**src/rtl/lcavg_pkg.sv**
```systemverilog
// ----------------------------------------------------------------------------
// lcavg_pkg
// Shared types, constants and helpers of the multichannel load-cell averager.
// ----------------------------------------------------------------------------
`default_nettype none

package lcavg_pkg;

	// Channel count and index width.
	localparam int POTS  = 4;
	localparam int POT_W = (POTS > 1) ? $clog2(POTS) : 1;

	// Field widths.
	localparam int SAMPLE_W = 24;
	localparam int SUM_W    = 32;
	localparam int CNT_W    = 8;
	localparam int WEIGHT_W = 40;
	localparam int CAL_W    = 32;

	// Configuration port.
	localparam int CFG_DATA_W = 32;
	localparam int CFG_IDX_W  = 3;
	localparam logic [CFG_IDX_W-1:0] CFG_AVG_SAMPLES  = CFG_IDX_W'(0);
	localparam logic [CFG_IDX_W-1:0] CFG_TARE_SAMPLES = CFG_IDX_W'(1);
	localparam int CFG_CAL_BASE = 2;

	// Register reset values.
	localparam logic [CNT_W-1:0]        AVG_SAMPLES_RST  = CNT_W'(10);
	localparam logic [CNT_W-1:0]        TARE_SAMPLES_RST = CNT_W'(20);
	localparam logic signed [CAL_W-1:0] CAL_ONE          = CAL_W'(65536);

	// Iterative divider geometry: 49-bit dividend, 32-bit divisor, one bit per step.
	localparam int DIV_N_W     = 49;
	localparam int DIV_D_W     = 32;
	localparam int DIV_STEPS   = DIV_N_W;
	localparam int DIV_CNT_W   = $clog2(DIV_STEPS);
	localparam int FRAC_SHIFT  = 24;

	// Saturation bounds of the weight.
	localparam logic signed [WEIGHT_W-1:0] WEIGHT_MAX = {1'b0, {(WEIGHT_W-1){1'b1}}};
	localparam logic signed [WEIGHT_W-1:0] WEIGHT_MIN = {1'b1, {(WEIGHT_W-1){1'b0}}};

	// Input function codes.
	localparam logic [1:0] FUNC_MEASURE    = 2'd0;
	localparam logic [1:0] FUNC_TARE       = 2'd1;
	localparam logic [1:0] FUNC_SET_OFFSET = 2'd2;

	// Open window kinds.
	localparam logic [1:0] MODE_NONE    = 2'd0;
	localparam logic [1:0] MODE_MEASURE = 2'd1;
	localparam logic [1:0] MODE_TARE    = 2'd2;

	// One input transaction.
	typedef struct packed {
		logic [1:0]                 func;
		logic [1:0]                 pot;
		logic                       sample_ready;
		logic signed [SAMPLE_W-1:0] sample;
		logic signed [SAMPLE_W-1:0] offset_value;
	} in_item_t;

	// One result transaction.
	typedef struct packed {
		logic [1:0]                 channel;
		logic                       ready_res;
		logic signed [SAMPLE_W-1:0] raw_average;
		logic signed [WEIGHT_W-1:0] weight;
		logic signed [SAMPLE_W-1:0] offset;
	} out_item_t;

	// Per-channel state held in the state memory.
	typedef struct packed {
		logic [SUM_W-1:0]           window_sum;
		logic [CNT_W-1:0]           valid_count;
		logic [CNT_W-1:0]           slot_count;
		logic [1:0]                 window_mode;
		logic signed [SAMPLE_W-1:0] tare_offset;
		logic signed [SAMPLE_W-1:0] last_raw;
		logic signed [WEIGHT_W-1:0] last_weight;
		logic                       ready_flag;
	} state_entry_t;

	// Access request to the state memory.
	typedef struct packed {
		logic             rd_en;
		logic [POT_W-1:0] rd_addr;
		logic             wr_en;
		logic [POT_W-1:0] wr_addr;
	} mem_req_t;

	// Sequencer states.
	typedef enum logic [2:0] {
		ST_IDLE,
		ST_READ,
		ST_AVG,
		ST_WGT,
		ST_WRITE,
		ST_EMIT
	} ctrl_state_t;

	// Apply the sign to a quotient magnitude and clamp it to the weight range.
	function automatic logic signed [WEIGHT_W-1:0] sat_weight(
		input logic               neg,
		input logic [DIV_N_W-1:0] mag
	);
		logic [WEIGHT_W-1:0] low;
		logic [DIV_N_W-1:0]  max_mag;
		logic [DIV_N_W-1:0]  min_mag;
		low     = mag[WEIGHT_W-1:0];
		max_mag = {{(DIV_N_W-WEIGHT_W){1'b0}}, WEIGHT_MAX};
		min_mag = {{(DIV_N_W-WEIGHT_W){1'b0}}, WEIGHT_MIN};
		if (!neg) begin
			return (mag > max_mag) ? WEIGHT_MAX : $signed(low);
		end
		return (mag > min_mag) ? WEIGHT_MIN : $signed(-low);
	endfunction

endpackage

`default_nettype wire

```
**src/rtl/multichannel_load_cell_averager.sv**
```systemverilog
// ----------------------------------------------------------------------------
// multichannel_load_cell_averager
// Per-channel windowed averaging of load-cell samples with tare and scaling.
// ----------------------------------------------------------------------------
// Usage:
// The input channel (in_valid, in_stall, in_item) carries one sample slot, one
// tare slot or a direct offset write per transaction. The output channel
// (out_valid, out_stall, out_item) carries one result when a channel's window
// ends, or at once when the first slot of a window is not ready.
// Configuration registers are written through cfg_wr_en, cfg_index and
// cfg_wdata while the block is idle.
// Items are handled one at a time. A slot that does not end a window passes
// through state read, update and write back. A tare window end needs one pass
// and a measure window end two passes of the shared 49-step divider between
// the update and the write back.
// After the write back a result waits until the output register is free, is
// loaded into it, and is driven to out_valid and out_item from that register.
// While out_stall holds a result, the next item is still taken in; only an
// item that produces a further result waits for the output register to free.
// Reset drops any pending result, restores the configuration defaults and
// marks all channel state as zero; no clearing pass is needed.
// ----------------------------------------------------------------------------
`default_nettype none

module multichannel_load_cell_averager import lcavg_pkg::*; (
	input  wire                   clk,
	input  wire                   arst_n,
	input  wire                   cfg_wr_en,
	input  wire [CFG_IDX_W-1:0]   cfg_index,
	input  wire [CFG_DATA_W-1:0]  cfg_wdata,
	input  wire                   in_valid,
	output logic                  in_stall,
	input  in_item_t              in_item,
	output logic                  out_valid,
	input  wire                   out_stall,
	output out_item_t             out_item
);

	// Configuration registers.
	logic [CNT_W-1:0]        avg_samples_q;
	logic [CNT_W-1:0]        tare_samples_q;
	logic signed [CAL_W-1:0] cal_q [POTS];

	// Sequencer and working registers.
	ctrl_state_t  state_q, state_d;
	in_item_t     item_q;
	state_entry_t work_q;
	logic         emit_q;
	logic         emit_rdy_q;
	logic         sum_neg_q;
	logic         avg_zero_q;
	logic         wgt_neg_q;
	out_item_t    out_item_q;
	logic         out_valid_q;

	// Memory and divider hookup.
	mem_req_t            mem_req;
	state_entry_t        rd_entry;
	logic                div_start;
	logic [DIV_N_W-1:0]  div_dividend;
	logic [DIV_D_W-1:0]  div_divisor;
	logic                div_done;
	logic [DIV_N_W-1:0]  div_quotient;

	// Slot update terms.
	logic                is_measure;
	logic [1:0]          mode_new;
	logic                open_win;
	logic                start_fail;
	logic                win_end;
	logic [CNT_W-1:0]    limit_raw;
	logic [CNT_W-1:0]    limit;
	state_entry_t        upd;
	state_entry_t        upd_done;
	state_entry_t        upd_off;
	logic [SUM_W-1:0]    sum_mag;

	// Average and weight terms.
	logic [SUM_W-1:0]           avg_full;
	logic signed [SAMPLE_W-1:0] avg_new;
	logic signed [SAMPLE_W:0]   diff;
	logic [SAMPLE_W:0]          diff_mag;
	logic signed [CAL_W-1:0]    cal_sel;
	logic [CAL_W-1:0]           cal_mag;
	logic                       out_free;
	logic                       item_ok;

	lcavg_state_mem u_mem (
		.clk     (clk),
		.arst_n  (arst_n),
		.req     (mem_req),
		.wr_data (work_q),
		.rd_data (rd_entry)
	);

	lcavg_div u_div (
		.clk      (clk),
		.arst_n   (arst_n),
		.start    (div_start),
		.dividend (div_dividend),
		.divisor  (div_divisor),
		.done     (div_done),
		.quotient (div_quotient)
	);

	// Configuration writes; a zero calibration is ignored.
	always_ff @(posedge clk or negedge arst_n) begin
		if (!arst_n) begin
			avg_samples_q  <= AVG_SAMPLES_RST;
			tare_samples_q <= TARE_SAMPLES_RST;
			for (int i = 0; i < POTS; i++) begin
				cal_q[i] <= CAL_ONE;
			end
		end else if (cfg_wr_en) begin
			if (cfg_index == CFG_AVG_SAMPLES) begin
				avg_samples_q <= cfg_wdata[CNT_W-1:0];
			end
			if (cfg_index == CFG_TARE_SAMPLES) begin
				tare_samples_q <= cfg_wdata[CNT_W-1:0];
			end
			for (int i = 0; i < POTS; i++) begin
				if (cfg_index == CFG_IDX_W'(CFG_CAL_BASE + i) && cfg_wdata != '0) begin
					cal_q[i] <= $signed(cfg_wdata[CAL_W-1:0]);
				end
			end
		end
	end

	// Slot update on the entry just read from the state memory.
	always_comb begin
		is_measure = (item_q.func == FUNC_MEASURE);
		mode_new   = is_measure ? MODE_MEASURE : MODE_TARE;
		open_win   = (rd_entry.window_mode != mode_new);
		start_fail = open_win && !item_q.sample_ready;
		upd        = rd_entry;
		if (open_win) begin
			upd.window_sum  = '0;
			upd.valid_count = '0;
			upd.slot_count  = '0;
			upd.window_mode = MODE_NONE;
		end
		if (start_fail) begin
			if (is_measure) begin
				upd.ready_flag = 1'b0;
			end
		end else begin
			if (open_win) begin
				if (is_measure) begin
					upd.ready_flag = 1'b1;
				end
				upd.window_mode = mode_new;
			end
			if (item_q.sample_ready) begin
				upd.window_sum  = upd.window_sum
					+ {{(SUM_W-SAMPLE_W){item_q.sample[SAMPLE_W-1]}}, item_q.sample};
				upd.valid_count = upd.valid_count + 1'b1;
			end
			upd.slot_count = upd.slot_count + 1'b1;
		end
		limit_raw = is_measure ? avg_samples_q : tare_samples_q;
		limit     = (limit_raw == '0) ? CNT_W'(1) : limit_raw;
		win_end   = !start_fail && (upd.slot_count >= limit);
		sum_mag   = upd.window_sum[SUM_W-1] ? -upd.window_sum : upd.window_sum;
		// A finished window leaves the channel with no window open.
		upd_done             = upd;
		upd_done.window_sum  = '0;
		upd_done.valid_count = '0;
		upd_done.slot_count  = '0;
		upd_done.window_mode = MODE_NONE;
		// Direct offset write leaves the open window alone.
		upd_off             = rd_entry;
		upd_off.tare_offset = item_q.offset_value;
	end

	// Signed average and the scaling operands.
	always_comb begin
		avg_full = sum_neg_q ? -div_quotient[SUM_W-1:0] : div_quotient[SUM_W-1:0];
		avg_new  = avg_zero_q ? '0 : $signed(avg_full[SAMPLE_W-1:0]);
		diff     = {avg_new[SAMPLE_W-1], avg_new}
			- {work_q.tare_offset[SAMPLE_W-1], work_q.tare_offset};
		diff_mag = diff[SAMPLE_W] ? -diff : diff;
		cal_sel  = cal_q[item_q.pot[POT_W-1:0]];
		cal_mag  = cal_sel[CAL_W-1] ? -cal_sel : cal_sel;
	end

	assign out_free = !out_valid_q || !out_stall;
	assign item_ok  = (int'(in_item.pot) < POTS)
		&& (in_item.func == FUNC_MEASURE || in_item.func == FUNC_TARE
		|| in_item.func == FUNC_SET_OFFSET);

	// Sequencer state register.
	always_ff @(posedge clk or negedge arst_n) begin
		if (!arst_n) begin
			state_q <= ST_IDLE;
		end else begin
			state_q <= state_d;
		end
	end

	// Next state, memory requests and divider starts.
	always_comb begin
		state_d      = state_q;
		in_stall     = (state_q != ST_IDLE);
		mem_req      = '0;
		div_start    = 1'b0;
		div_dividend = '0;
		div_divisor  = '0;
		case (state_q)
			ST_IDLE: begin
				mem_req.rd_addr = in_item.pot[POT_W-1:0];
				if (in_valid && item_ok) begin
					mem_req.rd_en = 1'b1;
					state_d       = ST_READ;
				end
			end
			ST_READ: begin
				if (item_q.func != FUNC_SET_OFFSET && win_end) begin
					div_start    = 1'b1;
					div_dividend = {{(DIV_N_W-SUM_W){1'b0}}, sum_mag};
					div_divisor  = {{(DIV_D_W-CNT_W){1'b0}}, upd.valid_count};
					state_d      = ST_AVG;
				end else begin
					state_d = ST_WRITE;
				end
			end
			ST_AVG: begin
				if (div_done) begin
					if (item_q.func == FUNC_MEASURE) begin
						div_start    = 1'b1;
						div_dividend = {diff_mag, {FRAC_SHIFT{1'b0}}};
						div_divisor  = cal_mag;
						state_d      = ST_WGT;
					end else begin
						state_d = ST_WRITE;
					end
				end
			end
			ST_WGT: begin
				if (div_done) begin
					state_d = ST_WRITE;
				end
			end
			ST_WRITE: begin
				mem_req.wr_en   = 1'b1;
				mem_req.wr_addr = item_q.pot[POT_W-1:0];
				state_d         = emit_q ? ST_EMIT : ST_IDLE;
			end
			ST_EMIT: begin
				if (out_free) begin
					state_d = ST_IDLE;
				end
			end
			default: begin
				state_d = ST_IDLE;
			end
		endcase
	end

	// Working registers of the item in flight.
	always_ff @(posedge clk) begin
		case (state_q)
			ST_IDLE: begin
				if (in_valid) begin
					item_q <= in_item;
				end
			end
			ST_READ: begin
				if (item_q.func == FUNC_SET_OFFSET) begin
					work_q <= upd_off;
				end else begin
					work_q     <= win_end ? upd_done : upd;
					emit_rdy_q <= win_end;
					sum_neg_q  <= upd.window_sum[SUM_W-1];
					avg_zero_q <= (upd.valid_count == '0);
				end
			end
			ST_AVG: begin
				if (div_done) begin
					work_q.last_raw <= avg_new;
					if (item_q.func == FUNC_TARE) begin
						work_q.tare_offset <= avg_new;
						work_q.last_weight <= '0;
					end
					wgt_neg_q <= diff[SAMPLE_W] ^ cal_sel[CAL_W-1];
				end
			end
			ST_WGT: begin
				if (div_done) begin
					work_q.last_weight <= sat_weight(wgt_neg_q, div_quotient);
				end
			end
			default: begin
			end
		endcase
	end

	// Result flag of the item in flight.
	always_ff @(posedge clk or negedge arst_n) begin
		if (!arst_n) begin
			emit_q <= 1'b0;
		end else if (state_q == ST_READ) begin
			emit_q <= (item_q.func != FUNC_SET_OFFSET) && (start_fail || win_end);
		end
	end

	// Output register: loaded from the written-back entry, held while stalled.
	always_ff @(posedge clk) begin
		if (state_q == ST_EMIT && out_free) begin
			out_item_q.channel     <= item_q.pot;
			out_item_q.ready_res   <= emit_rdy_q;
			out_item_q.raw_average <= work_q.last_raw;
			out_item_q.weight      <= work_q.last_weight;
			out_item_q.offset      <= work_q.tare_offset;
		end
	end

	always_ff @(posedge clk or negedge arst_n) begin
		if (!arst_n) begin
			out_valid_q <= 1'b0;
		end else if (state_q == ST_EMIT && out_free) begin
			out_valid_q <= 1'b1;
		end else if (!out_stall) begin
			out_valid_q <= 1'b0;
		end
	end

	assign out_valid = out_valid_q;
	assign out_item  = out_item_q;

endmodule

`default_nettype wire

```
**src/rtl/lcavg_state_mem.sv**
```systemverilog
// ----------------------------------------------------------------------------
// lcavg_state_mem
// Per-channel state memory: one write and one read port, registered read data.
// Entries never written since reset read as zero through per-entry valid bits.
// ----------------------------------------------------------------------------
`default_nettype none

module lcavg_state_mem import lcavg_pkg::*; (
	input  wire          clk,
	input  wire          arst_n,
	input  mem_req_t     req,
	input  state_entry_t wr_data,
	output state_entry_t rd_data
);

	state_entry_t     mem_q [POTS];
	state_entry_t     rd_data_q;
	logic [POTS-1:0]  vld_q;
	logic             rd_vld_q;

	// Storage array and registered read data.
	always_ff @(posedge clk) begin
		if (req.wr_en) begin
			mem_q[req.wr_addr] <= wr_data;
		end
		if (req.rd_en) begin
			rd_data_q <= mem_q[req.rd_addr];
		end
	end

	// Entry valid bits, cleared at reset so that unwritten entries read as zero.
	always_ff @(posedge clk or negedge arst_n) begin
		if (!arst_n) begin
			vld_q    <= '0;
			rd_vld_q <= 1'b0;
		end else begin
			if (req.wr_en) begin
				vld_q[req.wr_addr] <= 1'b1;
			end
			if (req.rd_en) begin
				rd_vld_q <= vld_q[req.rd_addr];
			end
		end
	end

	assign rd_data = rd_vld_q ? rd_data_q : '0;

endmodule

`default_nettype wire

```
**src/rtl/lcavg_div.sv**
```systemverilog
// ----------------------------------------------------------------------------
// lcavg_div
// Unsigned restoring divider, one quotient bit per cycle. Shared by the
// window average and the weight scaling.
// ----------------------------------------------------------------------------
`default_nettype none

module lcavg_div import lcavg_pkg::*; (
	input  wire                clk,
	input  wire                arst_n,
	input  wire                start,
	input  wire [DIV_N_W-1:0]  dividend,
	input  wire [DIV_D_W-1:0]  divisor,
	output logic               done,
	output logic [DIV_N_W-1:0] quotient
);

	logic [DIV_D_W-1:0]   rem_q;
	logic [DIV_N_W-1:0]   quo_q;
	logic [DIV_D_W-1:0]   div_q;
	logic [DIV_CNT_W-1:0] cnt_q;
	logic                 run_q;
	logic                 done_q;
	logic [DIV_D_W:0]     trial;
	logic [DIV_D_W:0]     trial_sub;
	logic                 fits;

	// One restoring step: bring down the next dividend bit and try to subtract.
	always_comb begin
		trial     = {rem_q, quo_q[DIV_N_W-1]};
		trial_sub = trial - {1'b0, div_q};
		fits      = (trial >= {1'b0, div_q});
	end

	// Remainder and quotient shift register.
	always_ff @(posedge clk) begin
		if (start) begin
			rem_q <= '0;
			quo_q <= dividend;
			div_q <= divisor;
		end else if (run_q) begin
			rem_q <= fits ? trial_sub[DIV_D_W-1:0] : trial[DIV_D_W-1:0];
			quo_q <= {quo_q[DIV_N_W-2:0], fits};
		end
	end

	// Step counter and completion pulse.
	always_ff @(posedge clk or negedge arst_n) begin
		if (!arst_n) begin
			run_q  <= 1'b0;
			done_q <= 1'b0;
			cnt_q  <= '0;
		end else begin
			done_q <= 1'b0;
			if (start) begin
				run_q <= 1'b1;
				cnt_q <= '0;
			end else if (run_q) begin
				if (cnt_q == DIV_CNT_W'(DIV_STEPS - 1)) begin
					run_q  <= 1'b0;
					done_q <= 1'b1;
				end else begin
					cnt_q <= cnt_q + 1'b1;
				end
			end
		end
	end

	assign done     = done_q;
	assign quotient = quo_q;

endmodule

`default_nettype wire

```
**config.mk**
```make
export PLATFORM = sky130hd
export DESIGN_NAME = multichannel_load_cell_averager
export DESIGN_NICKNAME = d
export VERILOG_FILES = /design/src/rtl/lcavg_pkg.sv /design/src/rtl/multichannel_load_cell_averager.sv /design/src/rtl/lcavg_state_mem.sv /design/src/rtl/lcavg_div.sv
export SDC_FILE = /design/constraint.sdc
export NUM_CORES = 2
export LEC_CHECK = 0
export BUFFER_PORTS_ARGS = -buffer_cell sky130_fd_sc_hd__buf_2
export CAP_MARGIN = 0
export CELL_PAD_IN_SITES_DETAIL_PLACEMENT = 1
export CELL_PAD_IN_SITES_GLOBAL_PLACEMENT = 1
export CORE_MARGIN = 2
export CORE_UTILIZATION = 46
export CTS_CLUSTER_DIAMETER = 100
export DETAILED_ROUTE_END_ITERATION = 8
export GPL_TIMING_DRIVEN = 0
export PLACE_DENSITY = 0.85
export SYNTH_ARGS = -nofsm -noshare
export SYNTH_HDL_FRONTEND = slang
export SYNTH_SLANG_ARGS = --single-unit
```
**constraint.sdc**
```tcl
create_clock -name clk -period 17.7 [get_ports clk]
set_input_delay 2.655 -clock clk [delete_from_list [all_inputs] [get_ports clk]]
set_output_delay 2.655 -clock clk [all_outputs]
set_load 0.1 [all_outputs]
```
==> impl_metrics.env <==
export IMPL_syn_nets=5047
export IMPL_area_growth_syn_to_layout_pct=14.29
export IMPL_setup_viol=0
export IMPL_end_kind="flop"
export IMPL_root_buffer="clkbuf_16"
export IMPL_hold_class="flop to flop"
export IMPL_grt_remaining_overflow=0
export IMPL_synth_enable_flop_cells=1057
export IMPL_async_flop_share=0.1295
export IMPL_ios=186
export IMPL_hold_violations=0
export IMPL_start_kind="flop"
export IMPL_dp_final_hpwl_mm=139.7
export IMPL_synth_seq_cells=1251
export IMPL_reg2reg_depth=22
export IMPL_syn_cell_area_um2=58000
export IMPL_synth_distinct_cells=104
export IMPL_dr_pass1_iters=6
export IMPL_ir_drop_mv=0.1325
export IMPL_grt_setup_unrepaired="false"
export IMPL_period_needed_ns=10.77
export IMPL_routedWlPerCell_um=28.84
export IMPL_synth_top_area_share=0.5472
export IMPL_routabilityCongestion=0.9581
export IMPL_p_per_area_nw_per_um2=193.2
export IMPL_die_y_um=359.1
export IMPL_skew_ns=0.03052
export IMPL_drive_gt1_frac=0.1577
export IMPL_synth_top_cells_by_count="1057 x edfxtp_1, 602 x nand2_1, 471 x nor2_1"
export IMPL_cts_resized=0
export IMPL_yosysWarnings=0
export IMPL_clock_sinks=1251
export IMPL_critPathMaxFanout=11
export IMPL_dieArea_um2=128900
export IMPL_synthCells=4847
export IMPL_initialDrtViolationCount=5369
export IMPL_clk_latency_ns=0.79
export IMPL_max_freq_mhz=92.85
export IMPL_path_clk_slew_ns=0.07
export IMPL_synth_most_common_cell="edfxtp_1"
export IMPL_place_area_um2=61840
export IMPL_drc=0
export IMPL_cap_violations=3
export IMPL_ant_nets=0
export IMPL_core_area_um2=125400
export IMPL_grt_pass1_wl_mm=299.6
export IMPL_path_class="flop to flop"
export IMPL_wirelength_mm=201.8
export IMPL_drv_slew=22
export IMPL_power_leakage_uw=0.02411
export IMPL_clock_path_buffers=3
export IMPL_relSlewSlack=-0.04122
export IMPL_initial_core_util=0.4625
export IMPL_worst_pin_slew_ns=1.562
export IMPL_synthFlopType="edfxtp_1"
export IMPL_fin_nets=5424
export IMPL_status="finished with violations"
export IMPL_cts_setup_buffers=0
export IMPL_row_count=130
export IMPL_violations="capacitance limit, slew limit"
export IMPL_holdPathStages=0
export IMPL_die_x_um=359.1
export IMPL_vias=44140
export IMPL_fin_area_um2=66290
export IMPL_cts_made_buffers=138
export IMPL_portBuffers=185
export IMPL_grt_use_total=0.3086
export IMPL_arrival_ns=11.38
export IMPL_required_ns=18.31
export IMPL_post_route_period_util=0.6085
export IMPL_cts_tree="built"
export IMPL_vias_per_cell=6.310
export IMPL_grt_max_degree=129
export IMPL_synth_area_top_cells="edfxtp_1 55%, dfrtp_1 6.6%, nand2_1 3.9%, nor2_1 3.0%, a21oi_1 2.9%"
export IMPL_syn_avg_cell_area_um2=11.97
export IMPL_antenna_found_initial=15
export IMPL_power_uw=12810
export IMPL_htree_levels=4
export IMPL_yosysSeqAreaShare=0.6284
export IMPL_cts_hold_buf=0
export IMPL_first_global_vias=46570
export IMPL_yosys_area_top_type="edfxtp_1"
where the power goes:
group          internal [uW]  switching [uW]
clock network           1620            1250
logic                   1560            3500
registers               4290             588
cell families after synthesis:
logic type	count (synthesis)	share of synthesized area
DFF	1251	0.6284
AOI/OAI and AO/OA	1089	0.1242
xor gates and xnor gates	178	0.02688
muxes	201	0.04459
adders and majority gates	107	0.02347
buffers and inverters	416	0.02822
and+or+nand+nor	1605	0.1243
flip-flops by register name (all words and copies together) (netlist names), 49 cells and up:
signal	flops
u_mem.mem_q	552
u_mem.rd_data_q	138
work_q	138
cal_q	128
out_item	91
item_q	53
u_div.quotient	49
worst max-delay path, stage by stage (launching register included):
cell       delay (ns)
dfrtp_1          0.53
clkbuf_1         0.61
clkbuf_1         0.59
clkbuf_1         0.85
clkbuf_1         0.89
clkbuf_1         1.03
clkbuf_1         0.78
and3_1           0.32
ha_1             0.24
nand3_1          0.13
xor2_1           0.18
nor2_1           0.10
ha_1             0.27
a2111oi_0        0.35
o21ai_0          0.20
o21a_1           0.22
o21ai_1          0.59
nor2_1           0.53
nor2_1           0.52
clkbuf_1         0.59
clkbuf_1         0.59
nand2_1          0.25
o21ai_0          0.16
stage by stage:
| step | hold slack [ns] | instances | setup WS (ns) | TNS [ns] | utilization |
|---|---|---|---|---|---|
| detailed placement | 0.4734 | 6734 | 7.597 | 0 | 0.4931 |
| global placement | 0.4056 | 6682 | -12.79 | -1678.41 | 0.4863 |
| CTS | 0.4794 | 6989 | 7.452 | 0 | 0.5284 |
| floorplan | 0.4003 | 4847 | 0.6624 | 0 | - |
| finish | 0.4842 | 6995 | 6.930 | 0 | 0.5286 |
| global route | 0.4759 | 6989 | 6.987 | 0 | 0.5284 |
cell type report:
type | instances | area (um2)
Clock inverter | 78 | 797.0
Inverter | 116 | 435.4
Clock buffer | 177 | 3621
Antenna cell | 6 | 15.01
Tap cell | 1650 | 2064
Timing Repair Buffer | 237 | 1714
Sequential cell | 1251 | 36450
Fill cell | 12960 | 59120
Multi-Input combinational cell | 3180 | 19990
Buffer | 300 | 1207
layer usage:
metal  global-route usage  vias up  wire length, um  part of all wire
met2               0.5156     2411            97470              0.48
met3              0.05781      596            16440             0.081
li1                     -    18750                -                 -
met4               0.1581       10            10670             0.053
met5                    0        -               73           0.00036
met1               0.3835    22370            77100              0.38
worst paths after layout:
path	start	slack, ns	endpoint
max	u_mem.rd_vld_q	6.93	u_div.quotient[0]
max in group asynchronous	arst_n	15.02	cal_q[38]
min in group asynchronous	arst_n	1.75	cal_q[25]
max reg2reg	u_mem.rd_vld_q	6.93	u_div.quotient[0]
min	emit_rdy_q	0.48	out_item[88]
min reg2reg	emit_rdy_q	0.48	out_item[88]
layout by cell type, fill, tap and decap left out, types with 42 or more instances in the layout:
master     synthesis  final
edfxtp_1        1057   1057
nand2_1          602    601
nor2_1           471    470
a21oi_1          340    339
clkbuf_1         248    281
o21ai_0          280    280
nand3_1          200    200
buf_2             10    194
dfrtp_1          154    154
mux2_2           149    149
o221a_2          139    139
clkbuf_16          0    139
inv_1            114    112
ha_1             104    104
xor2_1            98     98
xnor2_1           80     80
and3_1            59     58
o22ai_1           49     49
nor3_1            50     48
a21o_1            42     42
No activity file was read; power rests on OpenSTA's default activity.
